**config.mk**
```make
export PLATFORM = sky130hd
export DESIGN_NAME = sha1_message_digest_core
export DESIGN_NICKNAME = d
export VERILOG_FILES = /design/src/rtl/sha1md_pkg.sv /design/src/rtl/sha1md_datapath.sv /design/src/rtl/sha1md_ctrl.sv /design/src/rtl/sha1_message_digest_core.sv
export SDC_FILE = /design/constraint.sdc
export NUM_CORES = 2
export LEC_CHECK = 0
export CAP_MARGIN = 0
export CORE_MARGIN = 1
export CORE_UTILIZATION = 65
export CTS_BUF_LIST = sky130_fd_sc_hd__clkbuf_4 sky130_fd_sc_hd__clkbuf_8
export DETAILED_ROUTE_END_ITERATION = 7
export DONT_BUFFER_PORTS = 1
export GPL_TIMING_DRIVEN = 0
export PLACE_DENSITY_LB_ADDON = 0.12
export RECOVER_POWER = 50
export SYNTH_ARGS = -nofsm -noshare
export SYNTH_HDL_FRONTEND = slang
export SYNTH_SLANG_ARGS = --single-unit
```
**constraint.sdc**
```tcl
create_clock -name clock -period 35.9 [get_ports clock]
set_input_delay 3.59 -clock clock [delete_from_list [all_inputs] [get_ports clock]]
set_output_delay 3.59 -clock clock [all_outputs]
set_load 0.01 [all_outputs]
```
**src/rtl/sha1md_pkg.sv**
```systemverilog
// Shared types, constants and helper functions of the SHA-1 message digest core.
package sha1md_pkg;

   // Number of compression rounds per 64-byte block.
   localparam int ROUNDS = 80;

   // Index of the last digest word.
   localparam logic [2:0] LAST_WORD = 3'd4;

   // Fill position at which the 64-bit length field starts.
   localparam logic [5:0] LEN_POS = 6'd56;

   // First padding byte.
   localparam logic [7:0] MARK_BYTE = 8'h80;

   // Source of the byte written into the block.
   typedef enum logic [1:0] {
      SEL_DATA,
      SEL_MARK,
      SEL_ZERO,
      SEL_LEN
   } byte_sel_type;

   // Round function group, one per twenty rounds.
   typedef enum logic [1:0] {
      PH_CHOOSE,
      PH_PARITY_LO,
      PH_MAJORITY,
      PH_PARITY_HI
   } phase_type;

   // Commands from the controller to the datapath.
   typedef struct packed {
      logic         load_byte;
      byte_sel_type byte_sel;
      logic         count_total;
      logic         load_len;
      logic         init_work;
      logic         round_en;
      logic         round_sched;
      phase_type    round_phase;
      logic         add_chain;
      logic         restart;
      logic [2:0]   word_sel;
   } cmd_type;

   // Status from the datapath to the controller.
   typedef struct packed {
      logic fill_last;
      logic fill_len;
   } status_type;

   // Initial chaining word for the given word position.
   function automatic logic [31:0] init_word(input logic [2:0] idx);
      logic [31:0] value;
      case (idx)
         3'd0:    value = 32'h67452301;
         3'd1:    value = 32'hefcdab89;
         3'd2:    value = 32'h98badcfe;
         3'd3:    value = 32'h10325476;
         3'd4:    value = 32'hc3d2e1f0;
         default: value = 32'h00000000;
      endcase
      return value;
   endfunction

   // Additive round constant of each group of twenty rounds.
   function automatic logic [31:0] round_const(input phase_type phase);
      logic [31:0] value;
      unique case (phase)
         PH_CHOOSE:    value = 32'h5a827999;
         PH_PARITY_LO: value = 32'h6ed9eba1;
         PH_MAJORITY:  value = 32'h8f1bbcdc;
         PH_PARITY_HI: value = 32'hca62c1d6;
         default:      value = 32'h00000000;
      endcase
      return value;
   endfunction

endpackage

```
**src/rtl/sha1md_datapath.sv**
```systemverilog
// Datapath of the SHA-1 core: block packing, message schedule, rounds and chaining words.
module sha1md_datapath
   import sha1md_pkg::*;
(
   input  logic        clock,
   input  logic        reset,
   input  logic [7:0]  data_byte,
   input  cmd_type     cmd,
   output status_type  status,
   output logic [31:0] digest_word
);

   logic [23:0] acc_ff, acc_in;
   logic [31:0] w_ff [16];
   logic [31:0] w_in [16];
   logic [31:0] a_ff, b_ff, c_ff, d_ff, e_ff;
   logic [31:0] a_in, b_in, c_in, d_in, e_in;
   logic [31:0] h_ff [5];
   logic [31:0] h_in [5];
   logic [60:0] total_ff, total_in;
   logic [5:0]  fill_ff, fill_in;
   logic [63:0] len_ff, len_in;

   logic [7:0]  byte_val;
   logic [31:0] new_word;
   logic        push_word;
   logic [31:0] sched_mix;
   logic [31:0] x_word;
   logic [31:0] f_val;
   logic [31:0] t_val;

   // Byte source selection.
   always_comb begin
      unique case (cmd.byte_sel)
         SEL_DATA: byte_val = data_byte;
         SEL_MARK: byte_val = MARK_BYTE;
         SEL_ZERO: byte_val = 8'h00;
         SEL_LEN:  byte_val = len_ff[63:56];
         default:  byte_val = 8'h00;
      endcase
   end

   // A word is complete when its fourth byte arrives.
   assign new_word  = {acc_ff, byte_val};
   assign push_word = cmd.load_byte && (fill_ff[1:0] == 2'b11);

   // Schedule word of this round: the stored word for the first sixteen rounds,
   // the expanded word afterwards.
   assign sched_mix = w_ff[13] ^ w_ff[8] ^ w_ff[2] ^ w_ff[0];
   assign x_word    = cmd.round_sched ? {sched_mix[30:0], sched_mix[31]} : w_ff[0];

   // Round function.
   always_comb begin
      unique case (cmd.round_phase)
         PH_CHOOSE:    f_val = (b_ff & c_ff) | (~b_ff & d_ff);
         PH_MAJORITY:  f_val = (b_ff & c_ff) | (b_ff & d_ff) | (c_ff & d_ff);
         PH_PARITY_LO,
         PH_PARITY_HI: f_val = b_ff ^ c_ff ^ d_ff;
         default:      f_val = b_ff ^ c_ff ^ d_ff;
      endcase
   end

   assign t_val = {a_ff[26:0], a_ff[31:27]} + f_val + e_ff
                  + round_const(cmd.round_phase) + x_word;

   // Byte accumulator and the sixteen-word schedule shift line.
   always_comb begin
      acc_in = acc_ff;
      if (cmd.load_byte) begin
         acc_in = {acc_ff[15:0], byte_val};
      end
      for (int i = 0; i < 15; i++) begin
         w_in[i] = w_ff[i];
      end
      w_in[15] = w_ff[15];
      if (push_word || cmd.round_en) begin
         for (int i = 0; i < 15; i++) begin
            w_in[i] = w_ff[i + 1];
         end
         w_in[15] = push_word ? new_word : x_word;
      end
   end

   // Working variables.
   always_comb begin
      a_in = a_ff;
      b_in = b_ff;
      c_in = c_ff;
      d_in = d_ff;
      e_in = e_ff;
      if (cmd.init_work) begin
         a_in = h_ff[0];
         b_in = h_ff[1];
         c_in = h_ff[2];
         d_in = h_ff[3];
         e_in = h_ff[4];
      end else if (cmd.round_en) begin
         a_in = t_val;
         b_in = a_ff;
         c_in = {b_ff[1:0], b_ff[31:2]};
         d_in = c_ff;
         e_in = d_ff;
      end
   end

   // Length field: loaded once per message, then shifted out a byte at a time.
   always_comb begin
      len_in = len_ff;
      if (cmd.load_len) begin
         len_in = {total_ff, 3'b000};
      end else if (cmd.load_byte && (cmd.byte_sel == SEL_LEN)) begin
         len_in = {len_ff[55:0], 8'h00};
      end
   end

   // Chaining words, byte total and fill position.
   always_comb begin
      for (int i = 0; i < 5; i++) begin
         h_in[i] = h_ff[i];
      end
      total_in = total_ff;
      fill_in  = fill_ff;
      if (cmd.restart) begin
         for (int i = 0; i < 5; i++) begin
            h_in[i] = init_word(3'(i));
         end
         total_in = '0;
         fill_in  = '0;
      end else begin
         if (cmd.add_chain) begin
            h_in[0] = h_ff[0] + a_ff;
            h_in[1] = h_ff[1] + b_ff;
            h_in[2] = h_ff[2] + c_ff;
            h_in[3] = h_ff[3] + d_ff;
            h_in[4] = h_ff[4] + e_ff;
         end
         if (cmd.count_total) begin
            total_in = total_ff + 61'd1;
         end
         if (cmd.load_byte) begin
            fill_in = fill_ff + 6'd1;
         end
      end
   end

   // Control state with reset values.
   always_ff @(posedge clock) begin
      if (reset) begin
         for (int i = 0; i < 5; i++) begin
            h_ff[i] <= init_word(3'(i));
         end
         total_ff <= '0;
         fill_ff  <= '0;
      end else begin
         h_ff     <= h_in;
         total_ff <= total_in;
         fill_ff  <= fill_in;
      end
   end

   // Payload registers.
   always_ff @(posedge clock) begin
      acc_ff <= acc_in;
      w_ff   <= w_in;
      a_ff   <= a_in;
      b_ff   <= b_in;
      c_ff   <= c_in;
      d_ff   <= d_in;
      e_ff   <= e_in;
      len_ff <= len_in;
   end

   // Status and digest word selection.
   assign status.fill_last = (fill_ff == 6'd63);
   assign status.fill_len  = (fill_ff == LEN_POS);

   always_comb begin
      case (cmd.word_sel)
         3'd0:    digest_word = h_ff[0];
         3'd1:    digest_word = h_ff[1];
         3'd2:    digest_word = h_ff[2];
         3'd3:    digest_word = h_ff[3];
         3'd4:    digest_word = h_ff[4];
         default: digest_word = h_ff[0];
      endcase
   end

endmodule

```
**src/rtl/sha1md_ctrl.sv**
```systemverilog
// Controller of the SHA-1 core: input handshake, padding sequence, rounds and digest output.
module sha1md_ctrl
   import sha1md_pkg::*;
(
   input  logic       clock,
   input  logic       reset,
   input  logic       req_valid,
   output logic       req_stall,
   input  logic       req_byte_present,
   input  logic       req_end_of_message,
   output logic       rsp_valid,
   input  logic       rsp_stall,
   output logic [2:0] rsp_word_index,
   output logic       rsp_final_word,
   input  status_type status,
   output cmd_type    cmd
);

   typedef enum logic [6:0] {
      ST_IDLE  = 7'b0000001,
      ST_ROUND = 7'b0000010,
      ST_ADD   = 7'b0000100,
      ST_MARK  = 7'b0001000,
      ST_ZERO  = 7'b0010000,
      ST_LEN   = 7'b0100000,
      ST_EMIT  = 7'b1000000
   } state_type;

   state_type   state_ff, state_in;
   state_type   after_ff, after_in;
   logic [6:0]  round_ff, round_in;
   logic [2:0]  word_ff, word_in;
   logic        accept;

   assign req_stall      = (state_ff != ST_IDLE);
   assign accept         = req_valid && (state_ff == ST_IDLE);
   assign rsp_valid      = (state_ff == ST_EMIT);
   assign rsp_word_index = word_ff;
   assign rsp_final_word = (word_ff == LAST_WORD);

   // Next state and datapath commands.
   always_comb begin
      state_in = state_ff;
      after_in = after_ff;
      round_in = round_ff;
      word_in  = word_ff;

      cmd          = '0;
      cmd.byte_sel = SEL_DATA;
      cmd.word_sel = word_ff;

      // Round group and schedule mode follow the round count.
      cmd.round_sched = (round_ff >= 7'd16);
      if (round_ff < 7'd20) begin
         cmd.round_phase = PH_CHOOSE;
      end else if (round_ff < 7'd40) begin
         cmd.round_phase = PH_PARITY_LO;
      end else if (round_ff < 7'd60) begin
         cmd.round_phase = PH_MAJORITY;
      end else begin
         cmd.round_phase = PH_PARITY_HI;
      end

      unique case (state_ff)
         ST_IDLE: begin
            if (accept) begin
               if (req_byte_present) begin
                  cmd.load_byte   = 1'b1;
                  cmd.byte_sel    = SEL_DATA;
                  cmd.count_total = 1'b1;
               end
               if (req_byte_present && status.fill_last) begin
                  cmd.init_work = 1'b1;
                  state_in      = ST_ROUND;
                  after_in      = req_end_of_message ? ST_MARK : ST_IDLE;
               end else if (req_end_of_message) begin
                  state_in = ST_MARK;
               end
            end
         end
         ST_MARK: begin
            // Append the marker byte and capture the bit length.
            cmd.load_byte = 1'b1;
            cmd.byte_sel  = SEL_MARK;
            cmd.load_len  = 1'b1;
            if (status.fill_last) begin
               cmd.init_work = 1'b1;
               state_in      = ST_ROUND;
               after_in      = ST_ZERO;
            end else begin
               state_in = ST_ZERO;
            end
         end
         ST_ZERO: begin
            // Zero fill up to the length field.
            if (status.fill_len) begin
               state_in = ST_LEN;
            end else begin
               cmd.load_byte = 1'b1;
               cmd.byte_sel  = SEL_ZERO;
               if (status.fill_last) begin
                  cmd.init_work = 1'b1;
                  state_in      = ST_ROUND;
                  after_in      = ST_ZERO;
               end
            end
         end
         ST_LEN: begin
            // Length bytes, most significant first; the last one closes the block.
            cmd.load_byte = 1'b1;
            cmd.byte_sel  = SEL_LEN;
            if (status.fill_last) begin
               cmd.init_work = 1'b1;
               state_in      = ST_ROUND;
               after_in      = ST_EMIT;
            end
         end
         ST_ROUND: begin
            cmd.round_en = 1'b1;
            if (round_ff == 7'(ROUNDS - 1)) begin
               round_in = '0;
               state_in = ST_ADD;
            end else begin
               round_in = round_ff + 7'd1;
            end
         end
         ST_ADD: begin
            cmd.add_chain = 1'b1;
            state_in      = after_ff;
         end
         ST_EMIT: begin
            // One digest word per handshake; the last one restarts the message.
            if (!rsp_stall) begin
               if (word_ff == LAST_WORD) begin
                  cmd.restart = 1'b1;
                  word_in     = '0;
                  state_in    = ST_IDLE;
               end else begin
                  word_in = word_ff + 3'd1;
               end
            end
         end
         default: begin
            state_in = ST_IDLE;
         end
      endcase
   end

   // State registers.
   always_ff @(posedge clock) begin
      if (reset) begin
         state_ff <= ST_IDLE;
         after_ff <= ST_IDLE;
         round_ff <= '0;
         word_ff  <= '0;
      end else begin
         state_ff <= state_in;
         after_ff <= after_in;
         round_ff <= round_in;
         word_ff  <= word_in;
      end
   end

endmodule

```
**src/rtl/sha1_message_digest_core.sv**
```systemverilog
// Top level of the SHA-1 message digest core.
//
// The request channel takes one message byte per word: req_data_byte is part of
// the message when req_byte_present is high, and req_end_of_message closes the
// message (with or without a byte of its own). A word is taken when req_valid is
// high and req_stall is low. The response channel gives the five digest words,
// most significant first, with their index and a flag on the fifth.
// An ordinary byte is stored and the core stays ready. The byte that fills a
// 64-byte block is stored, the 80 rounds of the single round unit run, and their
// result is added into the chaining words. A closing word then pads one byte per
// cycle while no block is compressed (marker, zero fill, a switch to the length,
// eight length bytes), runs one or two block compressions, and then presents the
// five digest words, one per cycle while rsp_stall is low. req_stall is high for
// all of that. A stall on the response side holds the current word until it is
// taken; the next message is accepted after the fifth word is taken.
// Reset loads the initial chaining words, clears the byte count and leaves the
// core idle and ready.
module sha1_message_digest_core
   import sha1md_pkg::*;
(
   input  logic        clock,
   input  logic        reset,
   input  logic        req_valid,
   output logic        req_stall,
   input  logic [7:0]  req_data_byte,
   input  logic        req_byte_present,
   input  logic        req_end_of_message,
   output logic        rsp_valid,
   input  logic        rsp_stall,
   output logic [31:0] rsp_digest_word,
   output logic [2:0]  rsp_word_index,
   output logic        rsp_final_word
);

   cmd_type    cmd;
   status_type status;

   // Sequencer.
   sha1md_ctrl u_ctrl (
      .clock              (clock),
      .reset              (reset),
      .req_valid          (req_valid),
      .req_stall          (req_stall),
      .req_byte_present   (req_byte_present),
      .req_end_of_message (req_end_of_message),
      .rsp_valid          (rsp_valid),
      .rsp_stall          (rsp_stall),
      .rsp_word_index     (rsp_word_index),
      .rsp_final_word     (rsp_final_word),
      .status             (status),
      .cmd                (cmd)
   );

   // Hash datapath.
   sha1md_datapath u_datapath (
      .clock       (clock),
      .reset       (reset),
      .data_byte   (req_data_byte),
      .cmd         (cmd),
      .status      (status),
      .digest_word (rsp_digest_word)
   );

endmodule
```
==> results.py <==
metrics = {
    "final_layout": {
        "seqCellArea_mm2": 0.0277,
        "instances_no_fill": 5902,
        "nets": 5102,
        "fill_cells": 5492,
        "area_delta_synth_final_pct": 9.54,
        "final_common_cell": "nand2_1",
        "design_area_mm2": 0.0551,
        "drive_gt1_frac": 0.0662,
        "final_cell_mix": "809 x nand2_1, 757 x edfxtp_1, 283 x nor2_1",
        "multi_input_comb_area_mm2": 0.0209,
    },
    "clock_network": {
        "clk-insertion-delay-late_ns": 0.87,
        "cts_inserted_buffers": 164,
        "clk_path_buf_depth": 3,
        "clk_pin_slew_ns": 0.06,
        "cts_resized": 0,
        "h-tree-depth": 4,
        "cts_setup_buffers": 0,
        "cts_hold_buf": 0,
        "cts_num_sinks": 1005,
        "cts-root-buf": "clkbuf_8",
        "cts_tree": "yes",
    },
    "global_route": {
        "grt_pass1_vias": 35300,
        "antenna_found_initial": 8,
        "grt_start_max_net_pins": 79,
        "overflow": 0,
        "grt_pass1_wl_um": 226000,
        "grtUsageTotal": 0.399,
    },
    "setup_path": {
        "crit_fanout": 78,
        "crit_slowest_cell": "clkbuf_1",
        "end_kind": "register",
        "path_class": "register to register",
        "max_stage_delay_ns": 1.66,
        "cp_common_cell": "clkbuf_1",
        "arrival_ns": 10.65,
        "worst-path-buf-inv": 6,
        "startpoint_type": "register",
        "crit_family": "simple AND/OR/NAND/NOR gates",
        "worstPathRequired_ns": 36.40,
        "crit_chain": "or4_1 > nor4b_1 > nor2_1 > and2_0 > clkbuf_1 > o21ai_0 > clkbuf_1 > nand2_1 > clkbuf_1 > nand2_1 > clkbuf_1 > buf_16 > buf_16",
    },
    "timing": {
        "setup_viol": 0,
        "max_slew_margin": -0.470,
        "report.final.hold_viol_count": 0,
        "period_share": 0.283,
        "fmaxAchievable_mhz": 98.5,
        "whs_ns": 0.411,
        "maxSlewViolCount": 207,
        "rsz0062_at_grt": "no",
        "finalCriticalPeriod_ns": 10.15,
        "worst_pin_slew_ns": 2.20,
        "fin_skew_ns": 0.0555,
        "tns_ns": 0,
    },
    "outcome": {
        "violations": "capacitance limit, slew limit",
        "status": "complete, but fails checks",
    },
    "synthesis": {
        "synth_area_leader_cell": "edfxtp_1",
        "netlist_area_mm2": 0.0503,
        "ys_async_sr_fraction": 0,
        "synth_top_cell_area_share": 0.452,
        "synthDistinctLibCells": 88,
        "ys_seq_elements": 1005,
        "netlist_instances": 4550,
        "ys.flop_type": "edfxtp_1",
        "syn_nets": 4921,
        "synth_warnings": 0,
        "ys_top_cells_by_area": "edfxtp_1 45%, dfxtp_1 9.9%, nand2_1 6.0%",
        "synth_edf_count": 757,
        "syn_avg_cell_area_um2": 11.1,
        "ys_seq_area_frac": 0.550,
    },
    "floorplanning": {
        "die_area_mm2": 0.0785,
        "row_count": 101,
        "core_area_mm2": 0.0763,
        "die_h_um": 280,
        "die_w_um": 280,
        "start_util": 0.659,
        "io_pins": 52,
    },
    "pwr": {
        "vdd_drop_max_mv": 0.0357,
        "leakage_nw": 20.9,
        "p_total_w": 0.00230,
        "power.density_mw_per_mm2": 41.7,
    },
    "detailed_routing": {
        "via_per_inst": 6.38,
        "ant_nets": 0,
        "drc_errors": 0,
        "vias": 37600,
        "avgRoutedWirePerCell_um": 26.4,
        "drt_iter0_markers": 5305,
        "drt-total-wl_um": 156000,
        "dr.pass1.iters": 6,
    },
    "placed_design": {
        "port_buffers": 0,
        "placed_area_mm2": 0.0520,
        "dp_cells": 5594,
        "place_congestion": 1.05,
        "dp_hpwl_um": 114000,
    },
    "run": {
        "maxCapViolCount": 10,
    },
    "worst_hold_path": {
        "hp-class": "register to register",
    },
}
## synthesized netlist by cell type, drive strengths merged, types with 13 or more instances
library cell and count:
a221o 23, a21o 69, a22oi 65, a211oi 53, dfxtp 248, o21bai 17, inv 248, and2 22
ha 232, nand4 17, nor3 45, and4 13, o21ai 237, edfxtp 757, a31oi 50, fa 125
xnor2 194, and3 31, a21oi 269, a221oi 16, a211o 15, clkbuf 150, buf 27, nand3 65
nor2 283, xor2 97, o31ai 33, o21a 28, or3 31, o211ai 50, nand2 810, nand2b 32
nor2b 44
## layer usage
metal,part of all wire,vias to the layer above,global-route usage
li1,-,16600,-
met1,0.40,18200,0.555
met2,0.42,2385,0.568
met3,0.13,474,0.116
met4,0.058,2,0.209
met5,0.00011,-,0
## through the flow
stage,utilization,setup slack [ns]
finish,0.722,25.75
global placement,0.676,14.62
floorplan,-,19.25
detailed placement,0.681,27.06
CTS,0.724,27.03
global route,0.722,25.05
## logic make-up after synthesis
family,count (synthesis),share of synthesized area
flops,1005,0.550
mux,17,0.00356
compound gates,1008,0.128
simple gates,1446,0.128
xor+xnor,291,0.0506
buf+inv,426,0.0327
fa+ha+maj,357,0.107
## path summary, 6_finish.rpt
path	start	to	slack (ns)	depth (start not counted)
setup reg to reg	u_ctrl.state_ff[6]	u_datapath.w_ff[362]	25.75	13
hold reg to reg	u_datapath.w_ff[213]	u_datapath.w_ff[245]	0.41	0
setup / recovery	u_ctrl.state_ff[6]	u_datapath.w_ff[362]	25.75	13
hold / removal	u_datapath.w_ff[213]	u_datapath.w_ff[245]	0.41	0
## cell type report
class / instances / share of cell area
repair buffers: 15 / 0.00511
plain buffers: 177 / 0.0121
clock buffers: 244 / 0.0531
diodes: 5 / 0.000227
inverters: 249 / 0.0170
well taps: 1030 / 0.0234
flip-flops and latches: 1005 / 0.502
clock inverters: 58 / 0.00724
multi-input cells: 3119 / 0.379
## state kept, by name, indices dropped and copies added (netlist names)
name / count
u_datapath.len_ff: 61
u_datapath.c_ff: 32
u_datapath.w_ff: 512
u_datapath.fill_ff: 6
u_datapath.d_ff: 32
u_ctrl.round_ff: 7
u_datapath.h_ff: 160
u_ctrl.rsp_word_index: 3
u_ctrl.after_ff: 4
u_ctrl.state_ff: 7
u_datapath.total_ff: 61
u_datapath.e_ff: 32
u_datapath.a_ff: 32
u_datapath.b_ff: 32
u_datapath.acc_ff: 24
## power breakdown
| part | internal [W] | total, W | switching (W) |
|---|---|---|---|
| registers | 0.00125 | 0.00125 | 0.00000466 |
| logic | 0.00000723 | 0.0000336 | 0.0000263 |
| clock network | 0.000531 | 0.00102 | 0.000484 |
## worst register-to-register path, delay by kind of cell, from the launching register on
kind | cells | cell delay [ns]
simple gates | 6 | 4.61
compound gates | 1 | 0.44
buf+inv | 6 | 4.34
flops | 1 | 0.33
No activity file was read; power rests on OpenSTA's default activity.
